<file path="config.mk">
export PLATFORM = sky130hd
export DESIGN_NAME = alpha_over_opacity_repair
export DESIGN_NICKNAME = d
export VERILOG_FILES = /design/src/aor_pkg.sv /design/src/aor_lane.sv /design/src/aor_merge.sv /design/src/alpha_over_opacity_repair.sv
export SDC_FILE = /design/constraint.sdc
export NUM_CORES = 2
export LEC_CHECK = 0
export BUFFER_PORTS_ARGS = -buffer_cell sky130_fd_sc_hd__buf_2
export CORE_ASPECT_RATIO = 0.9
export CORE_MARGIN = 10
export CORE_UTILIZATION = 45
export DETAILED_ROUTE_END_ITERATION = 16
export SLEW_MARGIN = 40
export SYNTH_ARGS = -nofsm -noshare
export SYNTH_HDL_FRONTEND = slang
export SYNTH_SLANG_ARGS = --single-unit
</file>
<file path="constraint.sdc">
create_clock -name clk -period 8 [get_ports clk]
set_input_delay 1.2 -clock clk [delete_from_list [all_inputs] [get_ports clk]]
set_output_delay 1.2 -clock clk [all_outputs]
set_load 0.01 [all_outputs]
</file>
<file path="src/aor_pkg.sv">
// Shared constants, types and arithmetic helpers of the alpha over-opacity repair block.
`timescale 1ns / 1ps

package aor_pkg;

  // Number of weight lanes carried by one texel, and the largest layer count honored.
  localparam int NLANES      = 4;
  localparam int MAX_LAYERS  = 4;

  localparam int WEIGHT_W    = 8;
  localparam int SUM_W       = 10;
  localparam int NUM_W       = 16;
  localparam logic [SUM_W-1:0] OPAQUE = 10'd255;

  // Pipelined restoring divider: quotient bits per lane and bits resolved per stage.
  localparam int QBITS          = 8;
  localparam int BITS_PER_STAGE = 2;
  localparam int DIV_STAGES     = QBITS / BITS_PER_STAGE;

  // Configuration port.
  localparam int ADDR_W = 4;
  localparam int DATA_W = 32;
  localparam logic [1:0] REG_LAYERS        = 2'd0;
  localparam logic [1:0] REG_SCALE_MODE    = 2'd1;
  localparam logic [1:0] REG_REPAIR_ENABLE = 2'd2;

  // Per-texel control that travels beside the lane data.
  typedef struct packed {
    logic             repaired;
    logic             prop;
    logic             clip;
    logic [SUM_W-1:0] excess;
  } aor_ctrl_t;

  // One restoring division step: returns {quotient bit, new partial remainder}.
  function automatic logic [NUM_W:0] div_step(input logic [NUM_W-1:0] rem,
                                               input logic [SUM_W-1:0] dv,
                                               input logic [2:0] sh);
    logic [NUM_W+1:0] d;
    logic [NUM_W+1:0] r;
    d = (NUM_W+2)'(dv) << sh;
    r = (NUM_W+2)'(rem);
    if (r >= d) begin
      div_step = {1'b1, NUM_W'(r - d)};
    end else begin
      div_step = {1'b0, rem};
    end
  endfunction

endpackage

</file>
<file path="src/aor_lane.sv">
// One weight lane: clip cut plus a pipelined restoring divider for the proportional quotient.
`timescale 1ns / 1ps

module aor_lane import aor_pkg::*; (
  input  logic                  clk,
  input  logic [DIV_STAGES-1:0] adv,
  input  logic [WEIGHT_W-1:0]   weight,
  input  logic [SUM_W-1:0]      prefix,
  input  logic [SUM_W-1:0]      total,
  input  logic                  clip,
  output logic [WEIGHT_W-1:0]   quo,
  output logic [SUM_W-1:0]      rem,
  output logic [WEIGHT_W-1:0]   base
);

  logic [NUM_W-1:0]    rem_q  [DIV_STAGES];
  logic [QBITS-1:0]    quo_q  [DIV_STAGES];
  logic [SUM_W-1:0]    div_q  [DIV_STAGES];
  logic [WEIGHT_W-1:0] base_q [DIV_STAGES];

  logic [NUM_W-1:0]    rem_in  [DIV_STAGES];
  logic [QBITS-1:0]    quo_in  [DIV_STAGES];
  logic [SUM_W-1:0]    div_in  [DIV_STAGES];
  logic [WEIGHT_W-1:0] base_in [DIV_STAGES];

  logic [WEIGHT_W-1:0] keep;
  logic [SUM_W-1:0]    room;

  // Clip mode: a layer keeps what is left of the opaque budget after the layers below it.
  always_comb begin
    room = OPAQUE - prefix;
    if (prefix >= OPAQUE) begin
      keep = '0;
    end else if (SUM_W'(weight) < room) begin
      keep = weight;
    end else begin
      keep = room[WEIGHT_W-1:0];
    end
  end

  always_comb begin
    rem_in[0]  = {weight, 8'd0} - NUM_W'(weight);
    quo_in[0]  = '0;
    div_in[0]  = total;
    base_in[0] = clip ? keep : weight;
    for (int j = 1; j < DIV_STAGES; j++) begin
      rem_in[j]  = rem_q[j-1];
      quo_in[j]  = quo_q[j-1];
      div_in[j]  = div_q[j-1];
      base_in[j] = base_q[j-1];
    end
  end

  for (genvar j = 0; j < DIV_STAGES; j++) begin : g_stage
    logic [NUM_W-1:0] r;
    logic [QBITS-1:0] q;

    always_comb begin
      logic [NUM_W:0] st;
      r = rem_in[j];
      q = quo_in[j];
      for (int b = 0; b < BITS_PER_STAGE; b++) begin
        st = div_step(r, div_in[j], 3'(QBITS - 1 - (BITS_PER_STAGE * j + b)));
        r  = st[NUM_W-1:0];
        q  = {q[QBITS-2:0], st[NUM_W]};
      end
    end

    always_ff @(posedge clk) begin
      if (adv[j]) begin
        rem_q[j]  <= r;
        quo_q[j]  <= q;
        div_q[j]  <= div_in[j];
        base_q[j] <= base_in[j];
      end
    end
  end

  assign quo  = quo_q[DIV_STAGES-1];
  assign rem  = rem_q[DIV_STAGES-1][SUM_W-1:0];
  assign base = base_q[DIV_STAGES-1];

endmodule

</file>
<file path="src/aor_merge.sv">
// Merging stage: hands leftover units to the largest remainders and selects each lane's result.
`timescale 1ns / 1ps

module aor_merge import aor_pkg::*; (
  input  logic [WEIGHT_W-1:0] quo   [NLANES],
  input  logic [SUM_W-1:0]    rem   [NLANES],
  input  logic [WEIGHT_W-1:0] base  [NLANES],
  input  aor_ctrl_t           ctrl,
  output logic [WEIGHT_W-1:0] fixed [NLANES]
);

  always_comb begin
    logic [SUM_W-1:0]    given;
    logic [SUM_W-1:0]    left;
    logic [2:0]          rank;
    logic                bonus;
    logic [WEIGHT_W:0]   inc;
    given = '0;
    for (int k = 0; k < NLANES; k++) begin
      given = given + SUM_W'(quo[k]);
    end
    left = (given < OPAQUE) ? OPAQUE - given : '0;
    for (int k = 0; k < NLANES; k++) begin
      // Rank among all lanes: larger remainder first, lower index first on a tie.
      rank = '0;
      for (int j = 0; j < NLANES; j++) begin
        if (j != k && (rem[j] > rem[k] || (rem[j] == rem[k] && j < k))) begin
          rank = rank + 3'd1;
        end
      end
      bonus = (rem[k] != '0) && (SUM_W'(rank) < left);
      inc   = (WEIGHT_W+1)'(quo[k]) + (WEIGHT_W+1)'(bonus);
      if (ctrl.prop) begin
        fixed[k] = inc[WEIGHT_W] ? '1 : inc[WEIGHT_W-1:0];
      end else begin
        fixed[k] = base[k];
      end
    end
  end

endmodule

</file>
<file path="src/alpha_over_opacity_repair.sv">
// Top level of the alpha over-opacity repair block: config registers, lane pipeline, output.
`timescale 1ns / 1ps

// Repairs one texel's four 8-bit alpha layer weights per request. Layers at or above the
// layer count read as zero; when the active sum exceeds 255 and repair is on, the weights are
// clipped from the top layer down or rescaled by largest remainder. One texel is taken every
// clock cycle while the output is not stalled, and passes through one input stage, four divider
// stages that resolve two quotient bits each in every lane, and the output register where the
// lanes' results are merged. Each stage moves on whenever the stage after it is free, so bubbles
// close up behind a stalled output. The user must write the configuration registers through the
// APB port only while no texel is in flight; the block itself does not enforce this.
module alpha_over_opacity_repair import aor_pkg::*; (
  input  logic              clk,
  input  logic              rst,
  input  logic              psel,
  input  logic              penable,
  input  logic              pwrite,
  input  logic [ADDR_W-1:0] paddr,
  input  logic [DATA_W-1:0] pwdata,
  output logic [DATA_W-1:0] prdata,
  output logic              pready,
  input  logic              s_axis_tvalid,
  output logic              s_axis_tready,
  // weight_0 [7:0], weight_1 [15:8], weight_2 [23:16], weight_3 [31:24]
  input  logic [31:0]       s_axis_tdata,
  output logic              m_axis_tvalid,
  input  logic              m_axis_tready,
  // fixed_0 [7:0], fixed_1 [15:8], fixed_2 [23:16], fixed_3 [31:24],
  // excess_amount [41:32], zero fill [47:42]
  output logic [47:0]       m_axis_tdata,
  // was_repaired [0]
  output logic              m_axis_tuser
);

  localparam int NSTG = DIV_STAGES + 2;

  logic [2:0] num_layers;
  logic       scale_mode;
  logic       repair_enable;

  logic [NSTG-1:0] v;
  logic [NSTG-1:0] rdy;

  logic [WEIGHT_W-1:0] w_in   [NLANES];
  logic [SUM_W-1:0]    pre_in [NLANES];
  logic [SUM_W-1:0]    sum_in;
  aor_ctrl_t           ctrl_in;

  logic [WEIGHT_W-1:0] w_s1   [NLANES];
  logic [SUM_W-1:0]    pre_s1 [NLANES];
  logic [SUM_W-1:0]    sum_s1;
  aor_ctrl_t           ctrl_q [DIV_STAGES+1];

  logic [WEIGHT_W-1:0] quo_l  [NLANES];
  logic [SUM_W-1:0]    rem_l  [NLANES];
  logic [WEIGHT_W-1:0] base_l [NLANES];
  logic [WEIGHT_W-1:0] merged [NLANES];

  logic [WEIGHT_W-1:0] out_fixed [NLANES];
  aor_ctrl_t           out_ctrl;

  // Configuration registers.
  assign pready = 1'b1;

  always_ff @(posedge clk) begin
    if (rst) begin
      num_layers    <= 3'd4;
      scale_mode    <= 1'b0;
      repair_enable <= 1'b1;
    end else if (psel && penable && pwrite && pready) begin
      unique case (paddr[3:2])
        REG_LAYERS:        num_layers    <= pwdata[2:0];
        REG_SCALE_MODE:    scale_mode    <= pwdata[0];
        REG_REPAIR_ENABLE: repair_enable <= pwdata[0];
        default: ;
      endcase
    end
  end

  always_comb begin
    unique case (paddr[3:2])
      REG_LAYERS:        prdata = DATA_W'(num_layers);
      REG_SCALE_MODE:    prdata = DATA_W'(scale_mode);
      REG_REPAIR_ENABLE: prdata = DATA_W'(repair_enable);
      default:           prdata = '0;
    endcase
  end

  // Stage handshake: a stage loads when it is empty or its contents move on.
  always_comb begin
    rdy[NSTG-1] = !v[NSTG-1] || m_axis_tready;
    for (int i = NSTG - 2; i >= 0; i--) begin
      rdy[i] = !v[i] || rdy[i+1];
    end
  end

  assign s_axis_tready = rdy[0];
  assign m_axis_tvalid = v[NSTG-1];

  always_ff @(posedge clk) begin
    if (rst) begin
      v <= '0;
    end else begin
      if (rdy[0]) begin
        v[0] <= s_axis_tvalid;
      end
      for (int i = 1; i < NSTG; i++) begin
        if (rdy[i]) begin
          v[i] <= v[i-1];
        end
      end
    end
  end

  // Masking of inactive layers, prefix sums and the texel's control word.
  always_comb begin
    logic [2:0] eff;
    eff = (num_layers > 3'(MAX_LAYERS)) ? 3'(MAX_LAYERS) : num_layers;
    sum_in = '0;
    for (int k = 0; k < NLANES; k++) begin
      w_in[k]   = (3'(k) < eff) ? s_axis_tdata[k*WEIGHT_W +: WEIGHT_W] : '0;
      pre_in[k] = sum_in;
      sum_in    = sum_in + SUM_W'(w_in[k]);
    end
    ctrl_in.excess   = (sum_in > OPAQUE) ? sum_in - OPAQUE : '0;
    ctrl_in.repaired = (sum_in > OPAQUE) && repair_enable;
    ctrl_in.prop     = ctrl_in.repaired && scale_mode;
    ctrl_in.clip     = ctrl_in.repaired && !scale_mode;
  end

  always_ff @(posedge clk) begin
    if (rdy[0]) begin
      w_s1      <= w_in;
      pre_s1    <= pre_in;
      sum_s1    <= sum_in;
      ctrl_q[0] <= ctrl_in;
    end
    for (int i = 1; i <= DIV_STAGES; i++) begin
      if (rdy[i]) begin
        ctrl_q[i] <= ctrl_q[i-1];
      end
    end
  end

  for (genvar k = 0; k < NLANES; k++) begin : g_lane
    aor_lane u_lane (
      .clk    (clk),
      .adv    (rdy[DIV_STAGES:1]),
      .weight (w_s1[k]),
      .prefix (pre_s1[k]),
      .total  (sum_s1),
      .clip   (ctrl_q[0].clip),
      .quo    (quo_l[k]),
      .rem    (rem_l[k]),
      .base   (base_l[k])
    );
  end

  aor_merge u_merge (
    .quo   (quo_l),
    .rem   (rem_l),
    .base  (base_l),
    .ctrl  (ctrl_q[DIV_STAGES]),
    .fixed (merged)
  );

  always_ff @(posedge clk) begin
    if (rdy[NSTG-1]) begin
      out_fixed <= merged;
      out_ctrl  <= ctrl_q[DIV_STAGES];
    end
  end

  assign m_axis_tdata = {6'd0, out_ctrl.excess,
                         out_fixed[3], out_fixed[2], out_fixed[1], out_fixed[0]};
  assign m_axis_tuser = out_ctrl.repaired;

`ifndef SYNTHESIS
  // A repaired texel always comes out exactly opaque.
  a_repaired_opaque: assert property (@(posedge clk) disable iff (rst)
    m_axis_tvalid && m_axis_tuser |->
      (10'(m_axis_tdata[7:0]) + 10'(m_axis_tdata[15:8]) + 10'(m_axis_tdata[23:16])
       + 10'(m_axis_tdata[31:24])) == OPAQUE)
    else $error("repaired texel does not sum to opaque");

  // Repair only happens where there was an excess.
  a_repair_needs_excess: assert property (@(posedge clk) disable iff (rst)
    m_axis_tvalid && m_axis_tuser |-> m_axis_tdata[41:32] != 10'd0)
    else $error("repaired flag without excess");

  // Input back-pressure only comes from a full pipeline behind a waiting result.
  a_stall_only_when_full: assert property (@(posedge clk) disable iff (rst)
    !s_axis_tready |-> m_axis_tvalid && !m_axis_tready && (&v))
    else $error("input stalled while a stage is free");
`endif

endmodule

</file>
==> metrics.log <==
[metrics] CTS Buf Count: 70
[metrics] maximum clock insertion buffer count: 3
[metrics] vias in the first global route: around 30000
[metrics] first-pass GRT wire length: roughly 180 mm
[metrics] combined area of the multi-input logic cells: between 20000 and 25000 um^2
[metrics] asr flop ratio synth: 0%
[metrics] final estimated routing congestion in global placement: around 0.90
[metrics] Clock Latency Late Sink: about 640 ps
[metrics] Setup Fix Bufs, Post-CTS: 0
[metrics] Yosys warnings: 0
[metrics] Worst path slowest cell: or4_1
[metrics] # fillers: a little over 9000
[metrics] commonest register cell after synthesis: edfxtp_1
[metrics] clock tree from TritonCTS: done
[metrics] total via count after detailed routing: around 32000
[metrics] half-perimeter wire length after detailed placement: approximately 91 mm
[metrics] total routing usage reported by global routing: about 20%
[metrics] clock root buffer master: clkbuf_16
[metrics] Core Rows: 110
[metrics] count of endpoints failing hold in the final timing report: 0
[metrics] Storage cell area: slightly below 20000 um^2
[metrics] Initial Utilization: ~45%
[metrics] slew of the pin with the lowest slew margin: around 840 ps
[metrics] worst clock skew: between 30 and 40 ps
[metrics] global route total overflow: 0
[metrics] crit path kind: flop to flop
[metrics] post-layout min period: around 6700 ps
[metrics] width of the chip: 354 um
[metrics] RSZ-0062 raised after global routing: false
[metrics] Final Setup Violations: 0
[metrics] Synth cell types: 100
[metrics] Mean Syn Cell Area: 10.6 um^2
[metrics] Slew headroom: a little over two fifths
[metrics] commonest cells in the netlist: edfxtp_1 (635), ha_1 (469), nor2_1 (308)
[metrics] largest net degree at the start of global routing: 90
[metrics] Setup TNS: 0 ps
[metrics] drt initial violations: 2610
[metrics] synth top area cells: edfxtp_1 (42%), ha_1 (13%), mux2_2 (4.6%)
[metrics] cell area after synthesis: about 45000 um^2
[metrics] data required time of the critical path: ~8500 ps
[metrics] register area share after synthesis: between 40% and 50%
[metrics] most numerous cell in the Yosys netlist: edfxtp_1
[metrics] Die Area: about 110000 um^2
[metrics] f_max: 148 MHz
[metrics] Wirelength per Cell: just over 20 um
[metrics] fraction of layout instances using a drive strength above 1: a little over a tenth
[metrics] hold crit path type: flop to flop
[metrics] max_cap viols: 0
[metrics] Top Ports: roughly 160
[metrics] Pins Over Slew Limit: 0
[metrics] antenna violations before repair: 3
[metrics] status: finished clean
[metrics] DR pass1 iterations: 6
[metrics] most used cell, CP: ha_1
[metrics] vias per cell: around 5.6
[metrics] highest cell delay on the worst timing path: about 520 ps
[metrics] net total in the final layout: ~5000
[metrics] CP Max Fanout: 5
[metrics] arrival time of the worst setup path: a little over 7000 ps
[metrics] share of the clock period used by the worst path: a little over four fifths
[metrics] #FFs+latches synth: ~650
[metrics] post-synthesis to final-layout area growth: 9.53%
[metrics] number of buffers added on ports: 91
[metrics] Resized Gates After CTS: 0
[metrics] Placeable Area: roughly 100000 um^2
[metrics] clock-pin slew reported for the worst setup and hold paths after clock tree synthesis: 60 ps
[metrics] Hold Buf Count CTS: 0
[metrics] count of nets left with antenna violations after detail routing: 0
[metrics] cell taking the most area after synthesis: edfxtp_1
[metrics] wire length reported by the detailed router: 116 mm
[metrics] CP Launch Type: flop
[metrics] Crit. End Element: flop
[metrics] portion of synthesized cell area occupied by the leading cell type: a little over two fifths
[metrics] Mapped Cells: about 4300
[metrics] number of enable-type register cells in the synthesized netlist: between 600 and 700
[metrics] CTS H-tree depth: 3
[metrics] DRC violation count after routing: 0
[metrics] Die Ht: around 320 um
[metrics] number of clock sinks: around 650
==> final timing paths <==
path / depth (start not counted) / slack (ps) / startpoint / to
worst max-delay path: 26 / 1260 / g_lane[0].u_lane.quo_q[3][1] / m_axis_tdata[5]
worst min-delay path: 0 / 410 / g_lane[0].u_lane.base_q[2][0] / g_lane[0].u_lane.base_q[3][0]
worst max register to register: 26 / 1260 / g_lane[0].u_lane.quo_q[3][1] / m_axis_tdata[5]
worst min register to register: 0 / 410 / g_lane[0].u_lane.base_q[2][0] / g_lane[0].u_lane.base_q[3][0]
==> cell usage in the layout (no fill, tap or decap), types with 15 or more instances in the layout <==
master and instances:
o211ai_1 22, buf_2 91, clkbuf_16 71, or3_1 49, a211oi_1 35, a21boi_0 17, nor3_1 96, fa_1 45
edfxtp_1 635, and3_1 30, o21bai_1 23, o21a_1 62, nor4_1 32, mux2_2 185, o22a_1 25, nand2_1 224
a21oi_1 254, o22ai_1 19, nand4_1 72, ha_1 469, o31ai_1 25, mux2i_1 62, nand3b_1 16, or2_2 21
buf_4 25, a21o_1 99, xnor2_1 188, a31oi_1 20, xor2_1 85, nand2b_1 49, nor2_1 307, conb_1 36
or4_1 15, inv_1 292, nand3_1 76, and2_1 27, o21ai_0 253, nor2b_1 108
==> metrics by stage <==
step	cells	worst slack, ps	util (%)	hold slack (ps)	area, um^2
2_1_floorplan	4287	1920	-	400	45300
3_3_place_gp	5638	1430	47.2	403	47100
3_5_place_dp	5639	1390	47.2	405	47200
4_1_cts	5766	1320	49.5	404	49500
5_1_grt	5767	603	49.5	408	49500
6_report	5768	1260	49.6	407	49500
==> cells by family (layout without fill, tap and decap cells) <==
logic type               count (synthesis)  after routing  share of synthesized area, %
flip-flops                             646            646                          42.7
adder cells (fa/ha/maj)                514            514                          15.0
buffers and inverters                  408            544                          3.76
multiplexers                           252            252                          6.15
XOR/XNOR                               273            273                          5.29
other                                    2             37                        0.0166
AND/OR/NAND/NOR                       1171           1171                          13.1
AO/OA/AOI/OAI                          987            987                          14.0
==> layout make-up <==
type                            instances  share of cell area, %
Multi-Input combinational cell       3233                   49.3
Tap cell                             1344                   3.40
Timing Repair Buffer                  120                   1.41
Inverter                              297                   2.26
Sequential cell                       646                   39.0
Clock inverter                         42                  0.862
Antenna cell                            1                0.00505
Clock buffer                           85                   3.78
==> registers in the layout (all words and copies together) (netlist names) <==
name / count
scale_mode: 1
g_lane.u_lane.quo_q: 80
repair_enable: 1
m_axis_tdata: 42
pre_s1: 27
w_s1: 24
ctrl_q: 61
num_layers: 3
v: 6
m_axis_tuser: 1
sum_s1: 10
g_lane.u_lane.div_q: 30
g_lane.u_lane.rem_q: 232
g_lane.u_lane.base_q: 128
==> routing by layer <==
metal	wire length, um	global-route usage, %	vias up	share of wire (%)
met3	5480	2.21	187	4.7
li1	-	-	16100	-
met5	0	0	-	0
met2	49900	30.3	833	43
met4	4340	7.34	0	3.7
met1	56500	29.3	15200	49
==> worst max-delay path, delay by kind of cell, from the launching register on <==
kind | cells | cell delay, ps
DFF | 1 | 470
adders and majority gates | 7 | 2140
buffers and inverters | 1 | 40
AOI/OAI and AO/OA | 11 | 2490
and+or+nand+nor | 7 | 1420
Power is not shown: default switching activity piles up to over one toggle a cycle in this logic, so the estimate is an artifact.
